### src/rtl/core/rcbhd_pkg.sv
`timescale 1ns / 1ps
// ----------------------------------------------------------------------------
// rcbhd_pkg: shared definitions for the RC receiver bind and hop decoder
// Register indexes, payload layout, hop frequency table and packet constants.
// ----------------------------------------------------------------------------
package rcbhd_pkg;

   // Configuration register indexes
   typedef enum logic [0:0] {
      CSR_FAILSAFE_LIMIT = 1'b0,
      CSR_BIND_CHANNEL   = 1'b1
   } csr_index_type;

   // Item kinds carried on req_tuser
   localparam logic REQ_PACKET = 1'b0;
   localparam logic REQ_TICK   = 1'b1;

   // Register reset values and widths
   localparam int          LIMIT_W              = 24;
   localparam int          CHAN_W               = 7;
   localparam logic [23:0] FAILSAFE_LIMIT_RESET = 24'd1000000;
   localparam logic [6:0]  BIND_CHANNEL_RESET   = 7'd22;
   localparam logic [15:0] ADDR_RESET           = 16'hCCCC;

   // Hop timing
   localparam int HOP_PERIOD_DEFAULT = 2625;
   localparam int HOP_SLOTS          = 16;
   localparam int SLOT_W             = $clog2(HOP_SLOTS);

   // Packet constants
   localparam logic [7:0] BIND_MARKER  = 8'h20;
   localparam logic [8:0] THROTTLE_REF = 9'd225;
   localparam logic [8:0] STICK_MID    = 9'd112;
   localparam int         FLIP_BIT     = 7;
   localparam int         VIDEO_BIT    = 4;
   localparam int         FS_SW_BIT    = 0;

   // Channel widths
   localparam int CSR_DATA_W = 24;
   localparam int REQ_DATA_W = 104;
   localparam int RSP_DATA_W = 72;

   // Result layout, lowest bit up
   localparam int RSP_BOUND_BIT  = 7;
   localparam int RSP_ACCEPT_BIT = 8;
   localparam int RSP_FS_BIT     = 9;
   localparam int RSP_STICK_LO   = 10;
   localparam int RSP_STICK_HI   = 45;
   localparam int RSP_PAD_LO     = 65;

   // Result fields above rf_channel; last member sits in the lowest bits
   typedef struct packed {
      logic [15:0] link_address;
      logic        fs_switch_flag;
      logic        video_flag;
      logic        flip_flag;
      logic [8:0]  yaw_value;
      logic [8:0]  pitch_value;
      logic [8:0]  roll_value;
      logic [8:0]  throttle_value;
      logic        failsafe_active;
      logic        packet_accepted;
      logic        bound;
   } rsp_info_type;

   // Hop frequency table
   function automatic logic [6:0] hop_channel(input logic [SLOT_W-1:0] slot);
      logic [6:0] chan;
      unique case (slot)
         4'd0:    chan = 7'h02;
         4'd1:    chan = 7'h48;
         4'd2:    chan = 7'h0C;
         4'd3:    chan = 7'h3E;
         4'd4:    chan = 7'h16;
         4'd5:    chan = 7'h34;
         4'd6:    chan = 7'h20;
         4'd7:    chan = 7'h2A;
         4'd8:    chan = 7'h2A;
         4'd9:    chan = 7'h20;
         4'd10:   chan = 7'h34;
         4'd11:   chan = 7'h16;
         4'd12:   chan = 7'h3E;
         4'd13:   chan = 7'h0C;
         4'd14:   chan = 7'h48;
         default: chan = 7'h02;
      endcase
      return chan;
   endfunction

endpackage

### src/rtl/core/rc_receiver_bind_hop_decode_top.sv
`timescale 1ns / 1ps
// ----------------------------------------------------------------------------
// rc_receiver_bind_hop_decode_top: RC link receiver bind, hop and failsafe
// Decodes bind and control packets, checks the checksum, picks the next hop
// channel from packet and tick timing and raises failsafe on link loss.
// ----------------------------------------------------------------------------
// An accepted item passes stages 1 to 5 and the output register before rsp_tvalid rises.
// Throughput: one item per cycle unless output back-pressure fills the pipeline; five
// stages and an output register, each stage holding or passing its item on its own
// ready, so req_tready stays high while a result waits unless all stages are full.
// The hop slot divide by HOP_PERIOD is a reciprocal multiply spread over stages 2 to 5.
// Reset (synchronous): pipeline empty, registers and link state at reset values.
module rc_receiver_bind_hop_decode_top
   import rcbhd_pkg::*;
#(
   parameter int HOP_PERIOD = HOP_PERIOD_DEFAULT
) (
   input  logic                  clock,
   input  logic                  reset,
   // input items
   input  logic                  req_tvalid,
   output logic                  req_tready,
   // event_time[31:0], pay_byte0 .. pay_byte8 in 8-bit steps up to [103:96]
   input  logic [REQ_DATA_W-1:0] req_tdata,
   // req_type
   input  logic                  req_tuser,
   // result items
   output logic                  rsp_tvalid,
   input  logic                  rsp_tready,
   // rf_channel[6:0], bound, packet_accepted, failsafe_active, throttle_value,
   // roll_value, pitch_value, yaw_value (9 each), flip_flag, video_flag,
   // fs_switch_flag, link_address[64:49], zero fill [71:65]
   output logic [RSP_DATA_W-1:0] rsp_tdata,
   // configuration writes
   input  logic                  csr_valid,
   output logic                  csr_ready,
   input  logic [0:0]            csr_index,
   input  logic [CSR_DATA_W-1:0] csr_data
);

   // Reciprocal for the exact quotient of a 32-bit value by HOP_PERIOD
   localparam int          RECIP_K    = $clog2(HOP_PERIOD);
   localparam int          QSHIFT     = 32 + RECIP_K;
   localparam logic [48:0] RECIP_WIDE = (49'd1 << QSHIFT) / 49'(HOP_PERIOD);
   localparam logic [32:0] RECIP      = RECIP_WIDE[32:0];
   localparam logic [31:0] PERIOD     = 32'(HOP_PERIOD);

   typedef struct packed {
      logic         hop;
      logic [2:0]   chan_off;
      logic [31:0]  elapsed;
      rsp_info_type info;
   } stage_type;

   // Configuration registers; the bind channel value matters only at the
   // moment it is written, when it retunes the radio before bind
   logic [LIMIT_W-1:0] limit_ff;

   // Link state updated at stage 1
   logic               bound_ff, bound_in;
   logic [31:0]        last_time_ff, last_time_in;
   logic [2:0]         chan_off_ff, chan_off_in;
   logic [7:0]         sum_off_ff, sum_off_in;
   logic [15:0]        addr_ff, addr_in;
   logic [8:0]         throttle_ff, throttle_in;
   logic [8:0]         roll_ff, roll_in;
   logic [8:0]         pitch_ff, pitch_in;
   logic [8:0]         yaw_ff, yaw_in;
   logic               flip_ff, flip_in;
   logic               video_ff, video_in;
   logic               fs_sw_ff, fs_sw_in;

   // Hop state updated at the last stage
   logic [SLOT_W-1:0]  hop_slot_ff, hop_slot_in;
   logic [SLOT_W-1:0]  last_slot_ff, last_slot_in;
   logic [CHAN_W-1:0]  tuned_ff, tuned_in;

   // Pipeline valid bits and ready chain
   logic s1_v_ff, s2_v_ff, s3_v_ff, s4_v_ff, s5_v_ff, out_v_ff;
   logic s1_rdy, s2_rdy, s3_rdy, s4_rdy, s5_rdy, out_rdy;

   // Stage payloads
   logic                  s1_kind_ff;
   logic [REQ_DATA_W-1:0] s1_data_ff;
   stage_type             s2_ff, s3_ff, s4_ff, s5_ff;
   stage_type             s2_in;
   logic [48:0]           s3_pp_lo_ff, s3_pp_lo_in;
   logic [47:0]           s3_pp_hi_ff, s3_pp_hi_in;
   logic [31:0]           s4_q0_ff, s4_q0_in;
   logic [31:0]           s5_q0_ff;
   logic [31:0]           s5_qp_ff, s5_qp_in;
   logic [RSP_DATA_W-1:0] out_data_ff, out_data_in;

   // Stage 1 decode signals
   logic [7:0]  pb [9];
   logic [31:0] now;
   logic [31:0] elapsed_raw;
   logic [31:0] elapsed_eff;
   logic [7:0]  sum8;
   logic        is_tick, bind_pkt, good_pkt, acc, fs;

   // Stage 2 and stage 3 arithmetic
   logic [64:0] prod;

   // Last stage hop signals
   logic [31:0]       rem;
   logic [31:0]       quot;
   logic [SLOT_W-1:0] step;
   logic [SLOT_W-1:0] base_slot;
   logic [SLOT_W-1:0] new_slot;
   logic [CHAN_W-1:0] new_chan;

   // Ready chain: a stage takes an item when empty or when it passes its own
   assign out_rdy    = !out_v_ff || rsp_tready;
   assign s5_rdy     = !s5_v_ff || out_rdy;
   assign s4_rdy     = !s4_v_ff || s5_rdy;
   assign s3_rdy     = !s3_v_ff || s4_rdy;
   assign s2_rdy     = !s2_v_ff || s3_rdy;
   assign s1_rdy     = !s1_v_ff || s2_rdy;
   assign req_tready = s1_rdy;
   assign csr_ready  = 1'b1;
   assign rsp_tvalid = out_v_ff;
   assign rsp_tdata  = out_data_ff;

   // Valid bits
   always_ff @(posedge clock) begin
      if (reset) begin
         s1_v_ff  <= 1'b0;
         s2_v_ff  <= 1'b0;
         s3_v_ff  <= 1'b0;
         s4_v_ff  <= 1'b0;
         s5_v_ff  <= 1'b0;
         out_v_ff <= 1'b0;
      end else begin
         if (s1_rdy)  s1_v_ff  <= req_tvalid;
         if (s2_rdy)  s2_v_ff  <= s1_v_ff;
         if (s3_rdy)  s3_v_ff  <= s2_v_ff;
         if (s4_rdy)  s4_v_ff  <= s3_v_ff;
         if (s5_rdy)  s5_v_ff  <= s4_v_ff;
         if (out_rdy) out_v_ff <= s5_v_ff;
      end
   end

   // Input register
   always_ff @(posedge clock) begin
      if (s1_rdy) begin
         s1_kind_ff <= req_tuser;
         s1_data_ff <= req_tdata;
      end
   end

   // Stage 1: decode packet, check sum, update link state, measure elapsed
   always_comb begin
      now = s1_data_ff[31:0];
      for (int i = 0; i < 9; i++) begin
         pb[i] = s1_data_ff[32 + 8*i +: 8];
      end
      is_tick     = (s1_kind_ff == REQ_TICK);
      elapsed_raw = now - last_time_ff;
      sum8 = sum_off_ff + pb[0] + pb[1] + pb[2] + pb[3]
           + pb[4] + pb[5] + pb[6] + pb[7];
      bind_pkt    = !is_tick && !bound_ff && (pb[0] == BIND_MARKER);
      good_pkt    = !is_tick && bound_ff && (sum8 == pb[8]);
      acc         = bind_pkt || good_pkt;
      elapsed_eff = acc ? 32'd0 : elapsed_raw;
      fs          = (elapsed_eff > {8'd0, limit_ff});

      // bind fields
      bound_in     = bound_ff || bind_pkt;
      last_time_in = acc ? now : last_time_ff;
      chan_off_in  = chan_off_ff;
      sum_off_in   = sum_off_ff;
      addr_in      = addr_ff;
      if (bind_pkt) begin
         chan_off_in = 3'({1'b0, pb[7][7:4]} + {1'b0, pb[7][3:0]});
         sum_off_in  = pb[7];
         addr_in     = {pb[5], pb[4]};
      end

      // sticks and switches from a good packet, sticks dropped in failsafe
      throttle_in = throttle_ff;
      roll_in     = roll_ff;
      pitch_in    = pitch_ff;
      yaw_in      = yaw_ff;
      flip_in     = flip_ff;
      video_in    = video_ff;
      fs_sw_in    = fs_sw_ff;
      if (good_pkt) begin
         throttle_in = THROTTLE_REF - {1'b0, pb[0]};
         roll_in     = {1'b0, pb[2]} - STICK_MID;
         pitch_in    = {1'b0, pb[3]} - STICK_MID;
         yaw_in      = STICK_MID - {1'b0, pb[1]};
         flip_in     = pb[6][FLIP_BIT];
         video_in    = pb[6][VIDEO_BIT];
         fs_sw_in    = pb[6][FS_SW_BIT];
      end
      if (fs) begin
         throttle_in = 9'd0;
         roll_in     = 9'd0;
         pitch_in    = 9'd0;
         yaw_in      = 9'd0;
      end

      s2_in.hop                  = is_tick || acc;
      s2_in.chan_off             = chan_off_in;
      s2_in.elapsed              = elapsed_eff;
      s2_in.info.link_address    = addr_in;
      s2_in.info.fs_switch_flag  = fs_sw_in;
      s2_in.info.video_flag      = video_in;
      s2_in.info.flip_flag       = flip_in;
      s2_in.info.yaw_value       = yaw_in;
      s2_in.info.pitch_value     = pitch_in;
      s2_in.info.roll_value      = roll_in;
      s2_in.info.throttle_value  = throttle_in;
      s2_in.info.failsafe_active = fs;
      s2_in.info.packet_accepted = acc;
      s2_in.info.bound           = bound_in;
   end

   // Commit link state as the item leaves stage 1
   always_ff @(posedge clock) begin
      if (reset) begin
         bound_ff     <= 1'b0;
         last_time_ff <= 32'd0;
         chan_off_ff  <= 3'd0;
         sum_off_ff   <= 8'd0;
         addr_ff      <= ADDR_RESET;
         throttle_ff  <= 9'd0;
         roll_ff      <= 9'd0;
         pitch_ff     <= 9'd0;
         yaw_ff       <= 9'd0;
         flip_ff      <= 1'b0;
         video_ff     <= 1'b0;
         fs_sw_ff     <= 1'b0;
      end else if (s1_v_ff && s2_rdy) begin
         bound_ff     <= bound_in;
         last_time_ff <= last_time_in;
         chan_off_ff  <= chan_off_in;
         sum_off_ff   <= sum_off_in;
         addr_ff      <= addr_in;
         throttle_ff  <= throttle_in;
         roll_ff      <= roll_in;
         pitch_ff     <= pitch_in;
         yaw_ff       <= yaw_in;
         flip_ff      <= flip_in;
         video_ff     <= video_in;
         fs_sw_ff     <= fs_sw_in;
      end
   end

   // Stage 2: partial products of elapsed times the reciprocal
   assign s3_pp_lo_in = 49'(s2_ff.elapsed) * 49'(RECIP[16:0]);
   assign s3_pp_hi_in = 48'(s2_ff.elapsed) * 48'(RECIP[32:17]);

   // Stage 3: sum partial products, take the estimated quotient
   assign prod     = 65'(s3_pp_lo_ff) + (65'(s3_pp_hi_ff) << 17);
   assign s4_q0_in = 32'(prod >> QSHIFT);

   // Stage 4: multiply the estimate back by the period
   assign s5_qp_in = 32'(48'(s4_q0_ff) * 48'(PERIOD[15:0]));

   // Stage payload registers
   always_ff @(posedge clock) begin
      if (s2_rdy) begin
         s2_ff <= s2_in;
      end
      if (s3_rdy) begin
         s3_ff       <= s2_ff;
         s3_pp_lo_ff <= s3_pp_lo_in;
         s3_pp_hi_ff <= s3_pp_hi_in;
      end
      if (s4_rdy) begin
         s4_ff    <= s3_ff;
         s4_q0_ff <= s4_q0_in;
      end
      if (s5_rdy) begin
         s5_ff    <= s4_ff;
         s5_q0_ff <= s4_q0_ff;
         s5_qp_ff <= s5_qp_in;
      end
   end

   // Stage 5: correct the quotient, pick the hop slot and channel
   always_comb begin
      rem  = s5_ff.elapsed - s5_qp_ff;
      quot = s5_q0_ff + ((rem >= PERIOD) ? 32'd1 : 32'd0);
      step = (quot > 32'(HOP_SLOTS)) ? quot[2*SLOT_W-1:SLOT_W] : quot[SLOT_W-1:0];
      // an accepted packet hops from the slot it arrived on
      base_slot = s5_ff.info.packet_accepted ? hop_slot_ff : last_slot_ff;
      new_slot  = base_slot + step + SLOT_W'(1);
      new_chan  = hop_channel(new_slot) + CHAN_W'(s5_ff.chan_off);

      hop_slot_in  = hop_slot_ff;
      last_slot_in = last_slot_ff;
      tuned_in     = tuned_ff;
      if (s5_ff.info.packet_accepted) begin
         last_slot_in = hop_slot_ff;
      end
      if (s5_ff.hop) begin
         hop_slot_in = new_slot;
         tuned_in    = new_chan;
      end
      out_data_in = {(RSP_DATA_W - RSP_PAD_LO)'(0), s5_ff.info, tuned_in};
   end

   // Commit hop state as the item enters the output register
   always_ff @(posedge clock) begin
      if (reset) begin
         hop_slot_ff  <= '0;
         last_slot_ff <= '0;
         tuned_ff     <= BIND_CHANNEL_RESET;
      end else if (s5_v_ff && out_rdy) begin
         hop_slot_ff  <= hop_slot_in;
         last_slot_ff <= last_slot_in;
         tuned_ff     <= tuned_in;
      end else if (csr_valid && (csr_index_type'(csr_index) == CSR_BIND_CHANNEL)
                   && !bound_ff) begin
         // before bind the radio follows the bind channel register
         tuned_ff <= csr_data[CHAN_W-1:0];
      end
   end

   // Output register
   always_ff @(posedge clock) begin
      if (out_rdy) begin
         out_data_ff <= out_data_in;
      end
   end

   // Failsafe limit register
   always_ff @(posedge clock) begin
      if (reset) begin
         limit_ff <= FAILSAFE_LIMIT_RESET;
      end else if (csr_valid && (csr_index_type'(csr_index) == CSR_FAILSAFE_LIMIT)) begin
         limit_ff <= csr_data[LIMIT_W-1:0];
      end
   end

endmodule

### config.mk
export PLATFORM = sky130hd
export DESIGN_NAME = rc_receiver_bind_hop_decode_top
export DESIGN_NICKNAME = d
export VERILOG_FILES = /design/src/rtl/core/rcbhd_pkg.sv /design/src/rtl/core/rc_receiver_bind_hop_decode_top.sv
export SDC_FILE = /design/constraint.sdc
export NUM_CORES = 2
export LEC_CHECK = 0
export BUFFER_PORTS_ARGS = -buffer_cell sky130_fd_sc_hd__buf_2
export CAP_MARGIN = 40
export CORE_ASPECT_RATIO = 0.6
export CORE_UTILIZATION = 50
export CTS_BUF_LIST = sky130_fd_sc_hd__clkbuf_8
export CTS_CLUSTER_SIZE = 8
export DETAILED_ROUTE_END_ITERATION = 8
export PLACE_DENSITY_LB_ADDON = 0.08
export REMOVE_ABC_BUFFERS = 1
export SLEW_MARGIN = 20
export SYNTH_ARGS = -nofsm -noshare
export SYNTH_HDL_FRONTEND = slang
export SYNTH_SLANG_ARGS = --single-unit
### constraint.sdc
create_clock -name clock -period 10.71 [get_ports clock]
set_input_delay 1.071 -clock clock [delete_from_list [all_inputs] [get_ports clock]]
set_output_delay 1.071 -clock clock [all_outputs]
set_load 0.05 [all_outputs]
==> results.cfg <==
[yosys]
yosys_warnings = 0
synth_common_cells = inv_1 (871), edfxtp_1 (690), ha_1 (658), fa_1 (403), nand2_1 (334)
ys_seq_elements = 834
synth_area_um2 = 54000
yosysTopAreaCellShare = 0.384
synthCells = 4607
synth.top_cells.by_area = edfxtp_1 (38%), ha_1 (15%), fa_1 (15%)
synth.most_common_cell = inv_1
syn_area_per_cell_um2 = 11.7
synth_flop_cell = edfxtp_1
yosysUniqueCellTypes = 87
synth_edf_count = 690
yosysTopAreaCell = edfxtp_1
seq_area_frac_synth = 0.437
async_flop_share = 0

[grt]
grt_pass1_vias = 33091
antenna_found_initial = 20
grt_usage = 0.256
gr-total-overflow = 0
grt_pass1_wl_mm = 207
grt_max_degree = 67

[cts]
tritoncts = built
clk_pin_slew_ns = 0.09
htree_levels = 4
cts_num_sinks = 834
post_cts_buffers = 0
root_buffer = clkbuf_8
cts_hold_buf = 0
clk_latency_ns = 0.86
cts-buffers-inserted = 132
cts.repair.resized = 0
cts_buffer_depth = 3

[placed_design]
io_buffers = 201
gp_congestion = 0.947
dp_hpwl_mm = 107
place_ws_ns = 1.50

[timing]
fin_worst_skew_ns = 0.0589
setup-tns-final_ns = 0
grt_setup_unrepaired = false
final.period_utilization = 0.852
fin_crit_ns = 9.13
tightest_slew_ns = 0.880
max_freq_ghz = 0.110
hold_violations = 0
layout_setup_ws_ns = 1.58
final-setup-viol-count = 0
slew_headroom = 0.414
report.final.slew_viol_count = 0

[route]
drt_iter0_drc = 3208
wl_mm = 138
routed.top_layer = met5
drt-met1-wl_mm = 70.6
wl_met3_mm = 13.0
drtPass1Iterations = 6
drc_errors = 0
vias = 34326
routedWlPerCell_um = 21.3
routed_via_density = 5.32
ant_nets = 0
met2RoutedLength_mm = 52.1

[finish]
syn2layout_area_growth_pct = 10.6
multi_input_area_um2 = 26800
regArea_um2 = 23600
nNetsFinal = 6133
num-fill-cells = 9084
layout-drive-gt1-share = 0.0949

[worst_setup_path]
cp_data_arrival_time_ns = 9.71
cp_slowest_stage_delay_ns = 0.74
r2r_end = rsp_tdata[5]
rr_worst_depth = 33
path_class = reg2reg
r2r_slack_ns = 1.58
crit_slowest_cell = fa_1
crit_path_max_fanout = 10
required_ns = 11.29
critPathLaunchType = flip-flop
r2r-start = s5_qp_ff[4]
endpoint_kind = flip-flop

[worst_hold_path]
min-delay-start = req_tdata[15]
hold_depth = 1
hold_end = s1_data_ff[15]
hold_path_class = in2reg

[outcome]
outcome = finished clean

[die]
fp.dieH_um = 256
num_rows = 92
die_area_um2 = 109000
pin_count = 210
core_area_um2 = 106000
initial_core_util = 0.509
die_w_um = 426

[job]
max_cap_violations = 0
==> cells by family (layout without fill, tap and decap cells) <==
family / after synthesis / after routing / synth area share
AO/OA/AOI/OAI: 648 / 648 / 0.0766
XOR/XNOR: 204 / 204 / 0.0335
adder cells (fa/ha/maj): 1061 / 1061 / 0.302
buffers and inverters: 947 / 1373 / 0.0667
flip-flops: 834 / 834 / 0.437
multiplexers: 54 / 54 / 0.0108
other: 2 / 15 / 0.000139
AND/OR/NAND/NOR: 857 / 857 / 0.0729
==> cell type report <==
class	instances	area share
Multi-Input combinational cell	2832	0.449
Antenna cell	7	0.000293
Sequential cell	834	0.395
Tap cell	1410	0.0296
Timing Repair Buffer	265	0.0286
Clock buffer	135	0.0311
Inverter	872	0.0550
Clock inverter	101	0.0107
==> per-layer routing <==
layer | track usage | up-vias
met4 | 0.0554 | 4
met3 | 0.0784 | 121
met2 | 0.326 | 1227
met1 | 0.417 | 16635
met5 | 0 | -
li1 | - | 16339
==> cell usage in the layout (no fill, tap or decap), types with 11 or more instances in the layout <==
| master | count |
|---|---|
| buf_2 | 201 |
| a211o_1 | 12 |
| and2_1 | 14 |
| fa_1 | 403 |
| nor2_1 | 224 |
| a21oi_1 | 218 |
| buf_4 | 46 |
| o21ai_0 | 116 |
| nand4_1 | 23 |
| clkbuf_8 | 135 |
| nor3_1 | 59 |
| xor2_1 | 64 |
| a31oi_1 | 21 |
| inv_1 | 939 |
| o31ai_1 | 11 |
| edfxtp_1 | 690 |
| o21ai_1 | 12 |
| dfxtp_1 | 144 |
| ha_1 | 658 |
| xnor2_1 | 139 |
| nand2b_1 | 32 |
| nand2_1 | 331 |
| and3_1 | 22 |
| mux2i_1 | 42 |
| nor2b_1 | 21 |
| nand3b_1 | 14 |
| a21o_1 | 57 |
| o21bai_1 | 13 |
| o22ai_1 | 19 |
| nand3_1 | 50 |
| o211ai_1 | 14 |
| a211oi_1 | 39 |
| nor4_1 | 14 |
| o21a_1 | 32 |
==> through the flow <==
| stage | std cells | hold slack (ns) | cell area, um2 | util |
|---|---|---|---|---|
| after floorplan | 4538 | 0.400 | 53700 | - |
| after global placement | 6193 | 0.400 | 56800 | 0.536 |
| after detailed placement | 6207 | 0.405 | 57100 | 0.538 |
| after CTS | 6443 | 0.302 | 59600 | 0.562 |
| after global routing | 6454 | 0.331 | 59700 | 0.563 |
| final | 6456 | 0.391 | 59700 | 0.563 |
==> registers in the layout, summed over array words and instances, names as in the netlist, 31 cells and up <==
signal and cells:
s5_qp_ff 32, s1_data_ff 104, rsp_tdata 65, s5_ff 36, last_time_ff 32, out_data_in 58, s3_ff 94, s2_ff 94
s3_pp_hi_ff 45, s4_ff 94, s3_pp_lo_ff 31
==> critical path, delay by kind of cell (launching register included) <==
| kind | cells | cell delay, ns |
|---|---|---|
| AOI/OAI and AO/OA | 13 | 3.34 |
| and+or+nand+nor | 9 | 2.24 |
| adders and majority gates | 5 | 1.90 |
| buffers and inverters | 4 | 0.49 |
| muxes | 1 | 0.15 |
| xor gates and xnor gates | 1 | 0.17 |
| DFF | 1 | 0.55 |
==> worst max path at each step <==
stage	from	end	slack, ns	cells past startpoint
after floorplan	s1_data_ff[42]	throttle_ff[8]	1.10	27
after global placement	s5_qp_ff[4]	rsp_tdata[6]	1.91	30
after detailed placement	s5_qp_ff[4]	rsp_tdata[6]	1.50	30
after CTS	s5_qp_ff[4]	rsp_tdata[6]	1.44	30
after global routing	s5_qp_ff[4]	rsp_tdata[5]	0.70	33
final	s5_qp_ff[4]	rsp_tdata[5]	1.58	33
Power is left out: the tool's default activity adds up to more than one toggle a clock period on the data nets, which glitch-free logic cannot reach.
